File: src/hdl/wav_pkg.sv
// shared types and constants for the riff/wave pcm16 deframer
package wav_pkg;

    // chunk tags as they appear little-endian in the byte collector
    localparam logic [31:0] ID_RIFF = 32'h4646_4952;
    localparam logic [31:0] ID_WAVE = 32'h4556_4157;
    localparam logic [31:0] ID_FMT  = 32'h2074_6d66;
    localparam logic [31:0] ID_DATA = 32'h6174_6164;

    // format header requirements
    localparam logic [15:0] FMT_CODE_PCM  = 16'd1;
    localparam logic [15:0] FMT_BITS_16   = 16'd16;
    localparam logic [31:0] FMT_BODY_LEN  = 32'd16;
    localparam logic [31:0] CHUNK_HDR_LEN = 32'd8;
    localparam logic [31:0] WAVE_TAG_LEN  = 32'd4;

    // parse status codes
    localparam logic [2:0] STS_HEADER    = 3'd0;
    localparam logic [2:0] STS_DATA      = 3'd1;
    localparam logic [2:0] STS_DATA_DONE = 3'd2;
    localparam logic [2:0] STS_INVALID   = 3'd3;
    localparam logic [2:0] STS_TRUNCATED = 3'd4;

    // one result word
    typedef struct packed {
        logic [15:0] pcm_sample;
        logic        pcm_valid;
        logic [15:0] channel_count;
        logic [31:0] rate_hz;
        logic [2:0]  parse_status;
    } t_result;

endpackage

File: src/hdl/wav_parse.sv
// parser state and next-state logic for one file byte
module wav_parse (
    input  logic             i_clk,
    input  logic             i_rst_n,
    input  logic             i_en,
    input  logic [7:0]       i_byte,
    input  logic             i_last,
    output wav_pkg::t_result o_result
);

    typedef enum logic [3:0] {
        PH_RIFF_TAG, PH_RIFF_SIZE, PH_WAVE_TAG, PH_CHUNK_TAG, PH_CHUNK_SIZE,
        PH_FMT_BODY, PH_SKIP, PH_DATA, PH_DONE, PH_INVALID
    } t_phase;

    typedef enum logic [1:0] {
        KIND_OTHER, KIND_FMT, KIND_DATA
    } t_kind;

    t_phase      r_phase, n_phase;
    t_kind       r_kind, n_kind;
    logic [1:0]  r_cnt, n_cnt;
    logic [31:0] r_shift, n_shift;
    logic [31:0] r_riff, n_riff;
    logic [32:0] r_chunk, n_chunk;
    logic        r_seen, n_seen;
    logic [15:0] r_code, n_code;
    logic [15:0] r_chan, n_chan;
    logic [31:0] r_rate, n_rate;
    logic [15:0] r_bits, n_bits;
    logic [31:0] r_data, n_data;
    logic [7:0]  r_hold, n_hold;
    logic        r_held, n_held;
    logic [3:0]  r_body, n_body;

    logic [31:0] shifted;
    logic        field_done;
    logic [31:0] riff_m8;
    logic [31:0] clamped;
    logic [31:0] extra;
    logic [32:0] chunk_dec;
    logic [31:0] data_dec;
    logic [2:0]  status;
    logic        fmt_ok;

    // byte collector and chunk size clamp
    assign shifted    = {i_byte, r_shift[31:8]};
    assign field_done = (r_cnt == 2'd3);
    assign riff_m8    = r_riff - wav_pkg::CHUNK_HDR_LEN;
    assign clamped    = (shifted > riff_m8) ? riff_m8 : shifted;
    assign extra      = clamped - wav_pkg::FMT_BODY_LEN;
    assign chunk_dec  = (r_chunk != '0) ? r_chunk - 33'd1 : r_chunk;
    assign data_dec   = (r_data != '0) ? r_data - 32'd1 : r_data;
    assign fmt_ok     = (r_code == wav_pkg::FMT_CODE_PCM) && (n_bits == wav_pkg::FMT_BITS_16)
                        && (r_chan != '0) && (r_rate != '0);

    // next state for one byte
    always_comb begin
        n_phase = r_phase;
        n_kind  = r_kind;
        n_cnt   = r_cnt;
        n_shift = r_shift;
        n_riff  = r_riff;
        n_chunk = r_chunk;
        n_seen  = r_seen;
        n_code  = r_code;
        n_chan  = r_chan;
        n_rate  = r_rate;
        n_bits  = r_bits;
        n_data  = r_data;
        n_hold  = r_hold;
        n_held  = r_held;
        n_body  = r_body;
        o_result.pcm_sample = '0;
        o_result.pcm_valid  = 1'b0;

        unique case (r_phase)
            PH_RIFF_TAG: begin
                n_shift = shifted;
                n_cnt   = r_cnt + 2'd1;
                if (field_done) begin
                    n_riff  = (shifted != wav_pkg::ID_RIFF) ? 32'd1 : 32'd0;
                    n_phase = PH_RIFF_SIZE;
                end
            end
            PH_RIFF_SIZE: begin
                n_shift = shifted;
                n_cnt   = r_cnt + 2'd1;
                if (field_done) begin
                    if (r_riff != '0 || shifted < wav_pkg::WAVE_TAG_LEN) begin
                        n_phase = PH_INVALID;
                    end else begin
                        n_riff  = shifted - wav_pkg::WAVE_TAG_LEN;
                        n_phase = PH_WAVE_TAG;
                    end
                end
            end
            PH_WAVE_TAG: begin
                n_shift = shifted;
                n_cnt   = r_cnt + 2'd1;
                if (field_done) begin
                    if (shifted != wav_pkg::ID_WAVE) begin
                        n_phase = PH_INVALID;
                    end else begin
                        n_phase = (r_riff > wav_pkg::CHUNK_HDR_LEN) ? PH_CHUNK_TAG : PH_INVALID;
                    end
                end
            end
            PH_CHUNK_TAG: begin
                n_shift = shifted;
                n_cnt   = r_cnt + 2'd1;
                if (field_done) begin
                    if (shifted == wav_pkg::ID_FMT) begin
                        n_kind = KIND_FMT;
                    end else if (shifted == wav_pkg::ID_DATA) begin
                        n_kind = KIND_DATA;
                    end else begin
                        n_kind = KIND_OTHER;
                    end
                    n_phase = PH_CHUNK_SIZE;
                end
            end
            PH_CHUNK_SIZE: begin
                n_shift = shifted;
                n_cnt   = r_cnt + 2'd1;
                if (field_done) begin
                    n_riff = riff_m8 - clamped;
                    case (r_kind)
                        KIND_FMT: begin
                            if (clamped < wav_pkg::FMT_BODY_LEN) begin
                                n_phase = PH_INVALID;
                            end else begin
                                n_seen  = 1'b0;
                                n_body  = '0;
                                n_chunk = {1'b0, extra} + {32'd0, extra[0]};
                                n_phase = PH_FMT_BODY;
                            end
                        end
                        KIND_DATA: begin
                            if (!r_seen) begin
                                n_phase = PH_INVALID;
                            end else begin
                                n_data  = clamped;
                                n_held  = 1'b0;
                                n_phase = (clamped == '0) ? PH_DONE : PH_DATA;
                            end
                        end
                        default: begin
                            n_chunk = {1'b0, clamped} + {32'd0, clamped[0]};
                            if (clamped == '0) begin
                                // empty chunk: riff count is just minus the header
                                n_phase = (riff_m8 > wav_pkg::CHUNK_HDR_LEN) ? PH_CHUNK_TAG
                                                                             : PH_INVALID;
                            end else begin
                                n_phase = PH_SKIP;
                            end
                        end
                    endcase
                end
            end
            PH_FMT_BODY: begin
                n_shift = shifted;
                case (r_body)
                    4'd1:    n_code = shifted[31:16];
                    4'd3:    n_chan = shifted[31:16];
                    4'd7:    n_rate = shifted;
                    4'd15:   n_bits = shifted[31:16];
                    default: ;
                endcase
                if (r_body == 4'd15) begin
                    n_body = '0;
                    if (!fmt_ok) begin
                        n_phase = PH_INVALID;
                    end else begin
                        n_seen = 1'b1;
                        if (r_chunk == '0) begin
                            n_phase = (r_riff > wav_pkg::CHUNK_HDR_LEN) ? PH_CHUNK_TAG
                                                                        : PH_INVALID;
                        end else begin
                            n_phase = PH_SKIP;
                        end
                    end
                end else begin
                    n_body = r_body + 4'd1;
                end
            end
            PH_SKIP: begin
                n_chunk = chunk_dec;
                if (chunk_dec == '0) begin
                    n_phase = (r_riff > wav_pkg::CHUNK_HDR_LEN) ? PH_CHUNK_TAG : PH_INVALID;
                end
            end
            PH_DATA: begin
                if (r_held) begin
                    o_result.pcm_sample = {i_byte, r_hold};
                    o_result.pcm_valid  = 1'b1;
                    n_held = 1'b0;
                end else begin
                    n_hold = i_byte;
                    n_held = 1'b1;
                end
                n_data = data_dec;
                // an odd trailing byte is dropped here
                if (data_dec == '0) begin
                    n_held  = 1'b0;
                    n_phase = PH_DONE;
                end
            end
            PH_DONE, PH_INVALID: ;
            default: ;
        endcase

        // status from the phase after this byte
        case (n_phase)
            PH_INVALID: status = wav_pkg::STS_INVALID;
            PH_DONE:    status = wav_pkg::STS_DATA_DONE;
            PH_DATA:    status = wav_pkg::STS_DATA;
            default:    status = wav_pkg::STS_HEADER;
        endcase
        if (i_last && (status == wav_pkg::STS_HEADER || status == wav_pkg::STS_DATA)) begin
            status = wav_pkg::STS_TRUNCATED;
        end
        o_result.parse_status  = status;
        o_result.channel_count = n_seen ? n_chan : 16'd0;
        o_result.rate_hz       = n_seen ? n_rate : 32'd0;
    end

    // state registers; the final byte of a stream returns everything to reset
    always_ff @(posedge i_clk) begin
        if (!i_rst_n || (i_en && i_last)) begin
            r_phase <= PH_RIFF_TAG;
            r_kind  <= KIND_OTHER;
            r_cnt   <= '0;
            r_shift <= '0;
            r_riff  <= '0;
            r_chunk <= '0;
            r_seen  <= 1'b0;
            r_code  <= '0;
            r_chan  <= '0;
            r_rate  <= '0;
            r_bits  <= '0;
            r_data  <= '0;
            r_hold  <= '0;
            r_held  <= 1'b0;
            r_body  <= '0;
        end else if (i_en) begin
            r_phase <= n_phase;
            r_kind  <= n_kind;
            r_cnt   <= n_cnt;
            r_shift <= n_shift;
            r_riff  <= n_riff;
            r_chunk <= n_chunk;
            r_seen  <= n_seen;
            r_code  <= n_code;
            r_chan  <= n_chan;
            r_rate  <= n_rate;
            r_bits  <= n_bits;
            r_data  <= n_data;
            r_hold  <= n_hold;
            r_held  <= n_held;
            r_body  <= n_body;
        end
    end

endmodule

File: src/hdl/wav_riff_stream_deframer.sv
// top level of the riff/wave pcm16 stream deframer
//
// Takes a wav file one byte per word on the input channel (i_valid/o_ready),
// with i_stream_last marking the final byte of the file. Every input word
// gives exactly one result word on the output channel (o_valid/i_ready):
// the sample completed on that byte if any, the accepted channel count and
// sample rate, and the parse status (header, data, data done, invalid,
// truncated).
// A result appears in the cycle after its byte is accepted.
// One byte is taken per cycle while o_ready is high; the parser state updates
// in the cycle the byte is taken and the result lands in a single output register.
// When the receiver stalls, the output register holds its word and o_ready
// falls, so the input stalls in the same cycle; o_ready is high whenever the
// output register is empty or being emptied.
// Reset clears the parser to expect a riff tag and empties the output
// register. After the byte with i_stream_last set, the parser returns to the
// same state, so the next byte starts a new file.
module wav_riff_stream_deframer (
    input  logic               i_clk,
    input  logic               i_rst_n,
    input  logic               i_valid,
    output logic               o_ready,
    input  logic [7:0]         i_in_byte,
    input  logic               i_stream_last,
    output logic               o_valid,
    input  logic               i_ready,
    output logic signed [15:0] o_pcm_sample,
    output logic               o_pcm_valid,
    output logic [15:0]        o_channel_count,
    output logic [31:0]        o_rate_hz,
    output logic [2:0]         o_parse_status
);

    wav_pkg::t_result res;
    wav_pkg::t_result r_out;
    logic             r_out_valid;
    logic             accept;

    assign o_ready = !r_out_valid || i_ready;
    assign accept  = i_valid && o_ready;

    // parser core
    wav_parse u_parse (
        .i_clk    (i_clk),
        .i_rst_n  (i_rst_n),
        .i_en     (accept),
        .i_byte   (i_in_byte),
        .i_last   (i_stream_last),
        .o_result (res)
    );

    // output register valid
    always_ff @(posedge i_clk) begin
        if (!i_rst_n) begin
            r_out_valid <= 1'b0;
        end else if (o_ready) begin
            r_out_valid <= i_valid;
        end
    end

    // output register payload
    always_ff @(posedge i_clk) begin
        if (accept) begin
            r_out <= res;
        end
    end

    assign o_valid         = r_out_valid;
    assign o_pcm_sample    = r_out.pcm_sample;
    assign o_pcm_valid     = r_out.pcm_valid;
    assign o_channel_count = r_out.channel_count;
    assign o_rate_hz       = r_out.rate_hz;
    assign o_parse_status  = r_out.parse_status;

    // a sample only comes out of the data phase
    a_sample_status: assert property (@(posedge i_clk) disable iff (!i_rst_n)
        o_valid && o_pcm_valid |->
            o_parse_status == wav_pkg::STS_DATA || o_parse_status == wav_pkg::STS_DATA_DONE ||
            o_parse_status == wav_pkg::STS_TRUNCATED)
        else $error("sample with header or invalid status");

    // no sample means a zero sample field
    a_sample_zero: assert property (@(posedge i_clk) disable iff (!i_rst_n)
        o_valid && !o_pcm_valid |-> o_pcm_sample == 16'sd0)
        else $error("nonzero sample without pcm_valid");

    // format fields are shown together or not at all
    a_format_pair: assert property (@(posedge i_clk) disable iff (!i_rst_n)
        o_valid |-> (o_channel_count == 16'd0) == (o_rate_hz == 32'd0))
        else $error("channel count and rate disagree");

    // output register is empty after reset
    a_reset_empty: assert property (@(posedge i_clk)
        !$past(i_rst_n) |-> !o_valid)
        else $error("output valid right after reset");

endmodule
File: config.mk
export PLATFORM = sky130hd
export DESIGN_NAME = wav_riff_stream_deframer
export DESIGN_NICKNAME = d
export VERILOG_FILES = /design/src/hdl/wav_pkg.sv /design/src/hdl/wav_parse.sv /design/src/hdl/wav_riff_stream_deframer.sv
export SDC_FILE = /design/constraint.sdc
export NUM_CORES = 1
export LEC_CHECK = 0
export BUFFER_PORTS_ARGS = -buffer_cell sky130_fd_sc_hd__buf_4
export CELL_PAD_IN_SITES_DETAIL_PLACEMENT = 1
export CELL_PAD_IN_SITES_GLOBAL_PLACEMENT = 2
export CORE_UTILIZATION = 40
export CTS_BUF_LIST = sky130_fd_sc_hd__clkbuf_4 sky130_fd_sc_hd__clkbuf_8 sky130_fd_sc_hd__clkbuf_16
export DETAILED_ROUTE_END_ITERATION = 8
export PLACE_DENSITY = 0.85
export SLEW_MARGIN = 20
export SYNTH_ARGS = -nofsm -noshare
export SYNTH_HDL_FRONTEND = slang
export SYNTH_SLANG_ARGS = --single-unit
export TNS_END_PERCENT = 5
File: constraint.sdc
create_clock -name i_clk -period 25.7 [get_ports i_clk]
set_input_delay 5.14 -clock i_clk [delete_from_list [all_inputs] [get_ports i_clk]]
set_output_delay 5.14 -clock i_clk [all_outputs]
set_load 0.03 [all_outputs]
==> out/results.tsv <==
metric	value	unit
CTS clock-pin slew for the worst setup and hold paths	0.06	ns
Critical Path Fanout Max	15	
Comb power frac	0.169	
drt pass-1 iters	5	
fin util	0.453	
Synth top area share	0.218	
Synth area leader	dfxtp_1	
Filler cells	6290	
Hold Buf Count CTS	0	
Vias/cell	6.16	
initial antenna violation count	2	
synthesized area per cell	7.43	um2
clock sinks	292	
largest net degree at the start of global routing	95	
synth unique cells	98	
first-pass GRT wire length	128000	um
gr ovfl total	0	
status	complete, no violations	
arrival time at the worst endpoint	12.07	ns
sw frac	0.301	
Tot GR Track Use	0.312	
Clock Path Buffers	3	
RePlAce Congestion	0.941	
CTS tree	yes	
post-route ant nets	0	
min Tclk post-route	11.63	ns
max_slew headroom	0.319	
Hold Violations, Final	0	
Finish-stage setup viols	0	
Rows	82	
Startpoint Class	input port	
clock group share of total power	0.447	
max_cap viols	0	
RSZ-0062 raised after global routing	no	
number of DRC markers in iteration 0	1971	
P_int	875	uW
Slowest cell on crit path	mux2i_1	
cell count after synthesis	2770	
fraction of final layout cells with drive strength greater than 1	0.0984	
WL final	83600	um
DP Worst Slack	13.68	ns
Yosys reg bits	292	
Post-synth top flop	dfxtp_1	
Nets	2807	
Cell Area, Synth	0.0206	mm2
syn nets	2852	
main area contributors after synthesis	dfxtp_1, edfxtp_1, nand2_1, a21oi_1, nor2_1	
DR WL/cell	24.4	um
IO Count	83	
DIE HEIGHT	229	um
CP Class	in2reg	
CP Capture Type	flip-flop	
port buffer count	82	
Via Count	21100	
Leakage	0.00817	uW
sw power	377	uW
CTS root buf	clkbuf_16	
Tcrit/Tclk final	0.453	
post-CTS setup buffer count	0	
total clock buffers created by CTS	36	
fmax	86.0	MHz
max-slew violations	0	
Synth Warn #	0	
most frequent cell after synthesis	nand2_1	
Worst Path Required	26.14	ns
chip width	229	um
sequential share of power	0.384	
R2R setup slack	15.80	ns
Clock Skews	0.0236	ns
Synth top cells by count	nand2_1, a21oi_1, nor2_1, dfxtp_1, clkbuf_1	
depth of the CTS H-tree	2	
dpl hpwl	60800	um
post_cts resized	0	
power per cell area	54.7	mW/mm2
number of synthesized flops with an enable pin	68	
Critical Path Max Stage Delay	0.71	ns
Clock Latency Late Sink	0.58	ns
post-route setup TNS	0	ns
n_diodes	0	
post-route DRC violation count	0	
Async S/R FF share, synth	0	
Initial Utilization	0.408	
core footprint	0.0505	mm2
Worst-Margin Slew	1.02	ns
Fin Hold WS	0.459	ns
VDD IR max	0.0523	mV
area grow syn2layout	11.2	%
dpl cell area	0.0216	mm2
fin worst setup slack	14.07	ns
number of global-route vias before repair	20900	
die footprint	0.0524	mm2
HP Class	reg2reg	
sequential-to-total area share from yosys stat	0.317	
post-route cell area	0.0229	mm2
-- area by class of cell --
cell class	instances	area [um2]	area share
multi-input cells	2198	13000	0.569
flip-flops and latches	292	6530	0.285
clock buffers	46	1020	0.0446
repair buffers	124	931	0.0407
well taps	672	841	0.0367
inverters	73	275	0.0120
clock inverters	20	260	0.0114
-- power groups by stage --
stage,Combinational [uW],Sequential (uW),Clock (uW)
2_1_floorplan,129,500,0
3_3_place_gp,201,490,0
3_5_place_dp,206,490,0
4_1_cts,207,480,569
5_1_grt,225,481,585
6_report,212,480,560
-- registers in the layout (all words and copies together) (netlist names), 3 cells and up --
register         cells
u_parse.r_riff      32
o_pcm_sample        16
u_parse.r_rate      32
o_rate_hz           32
o_parse_status       3
o_channel_count     16
u_parse.r_hold       8
u_parse.r_bits      16
u_parse.r_chunk     33
u_parse.r_shift     24
u_parse.r_body       4
u_parse.r_phase      4
u_parse.r_data      32
u_parse.r_chan      16
u_parse.r_code      16
-- routing by layer --
metal	wire (um)	vias to the layer above	global-route usage	part of all wire
li1	-	9794	-	-
met1	39400	10500	0.454	0.47
met2	35700	664	0.470	0.43
met3	5500	149	0.0444	0.066
met4	2980	0	0.105	0.036
met5	0	-	0	0
-- worst max-delay path, delay by kind of cell --
kind,cells,cell delay (ns)
compound gates,12,4.03
simple gates,9,1.30
fa+ha+maj,2,0.64
mux,1,0.71
buf+inv,1,0.22
-- cells in the final DEF, fill, tap and decap left out, types with 15 or more instances in the layout --
| master | n |
|---|---|
| nand2_1 | 493 |
| nand2b_1 | 17 |
| clkbuf_16 | 36 |
| nor2_1 | 241 |
| nor2b_1 | 19 |
| xnor2_1 | 83 |
| nor3_1 | 101 |
| edfxtp_1 | 68 |
| nand4_1 | 40 |
| ha_1 | 68 |
| or4_1 | 15 |
| nor4_1 | 65 |
| dfxtp_1 | 224 |
| and3_1 | 28 |
| a31oi_1 | 20 |
| nand3_1 | 74 |
| a21o_1 | 22 |
| a22oi_1 | 28 |
| inv_1 | 71 |
| o21ai_0 | 155 |
| or2_2 | 15 |
| o221ai_1 | 19 |
| xor2_1 | 76 |
| mux2i_1 | 38 |
| or3_1 | 19 |
| a211oi_1 | 16 |
| a21oi_1 | 302 |
| buf_4 | 124 |
-- stage by stage --
| step | instances | total power, uW |
|---|---|---|
| 2_1_floorplan | 2770 | 629 |
| 3_3_place_gp | 3359 | 691 |
| 3_5_place_dp | 3359 | 696 |
| 4_1_cts | 3425 | 1260 |
| 5_1_grt | 3425 | 1290 |
| 6_report | 3425 | 1250 |
-- worst paths after layout --
| check | cells past startpoint | from | endpoint |
|---|---|---|---|
| setup / recovery | 25 | i_in_byte[7] | u_parse.r_riff[27]$_SDFFE_PP0P_ |
| hold / removal | 2 | u_parse.r_bits[5]$_SDFFE_PP0P_ | u_parse.r_bits[5]$_SDFFE_PP0P_ |
| setup reg to reg | 31 | u_parse.r_riff[3]$_SDFFE_PP0P_ | u_parse.r_riff[27]$_SDFFE_PP0P_ |
| hold reg to reg | 2 | u_parse.r_bits[5]$_SDFFE_PP0P_ | u_parse.r_bits[5]$_SDFFE_PP0P_ |
-- cells by family (layout without fill, tap and decap cells) --
group / Yosys count / count (layout) / synth area share
AND/OR/NAND/NOR: 1205 / 1205 / 0.275
AO/OA/AOI/OAI: 703 / 703 / 0.209
flip-flops: 292 / 292 / 0.317
buffers and inverters: 280 / 263 / 0.0543
XOR/XNOR: 162 / 162 / 0.0712
adder cells (fa/ha/maj): 73 / 73 / 0.0443
multiplexers: 55 / 55 / 0.0294
(Power assumes the default switching activity.)
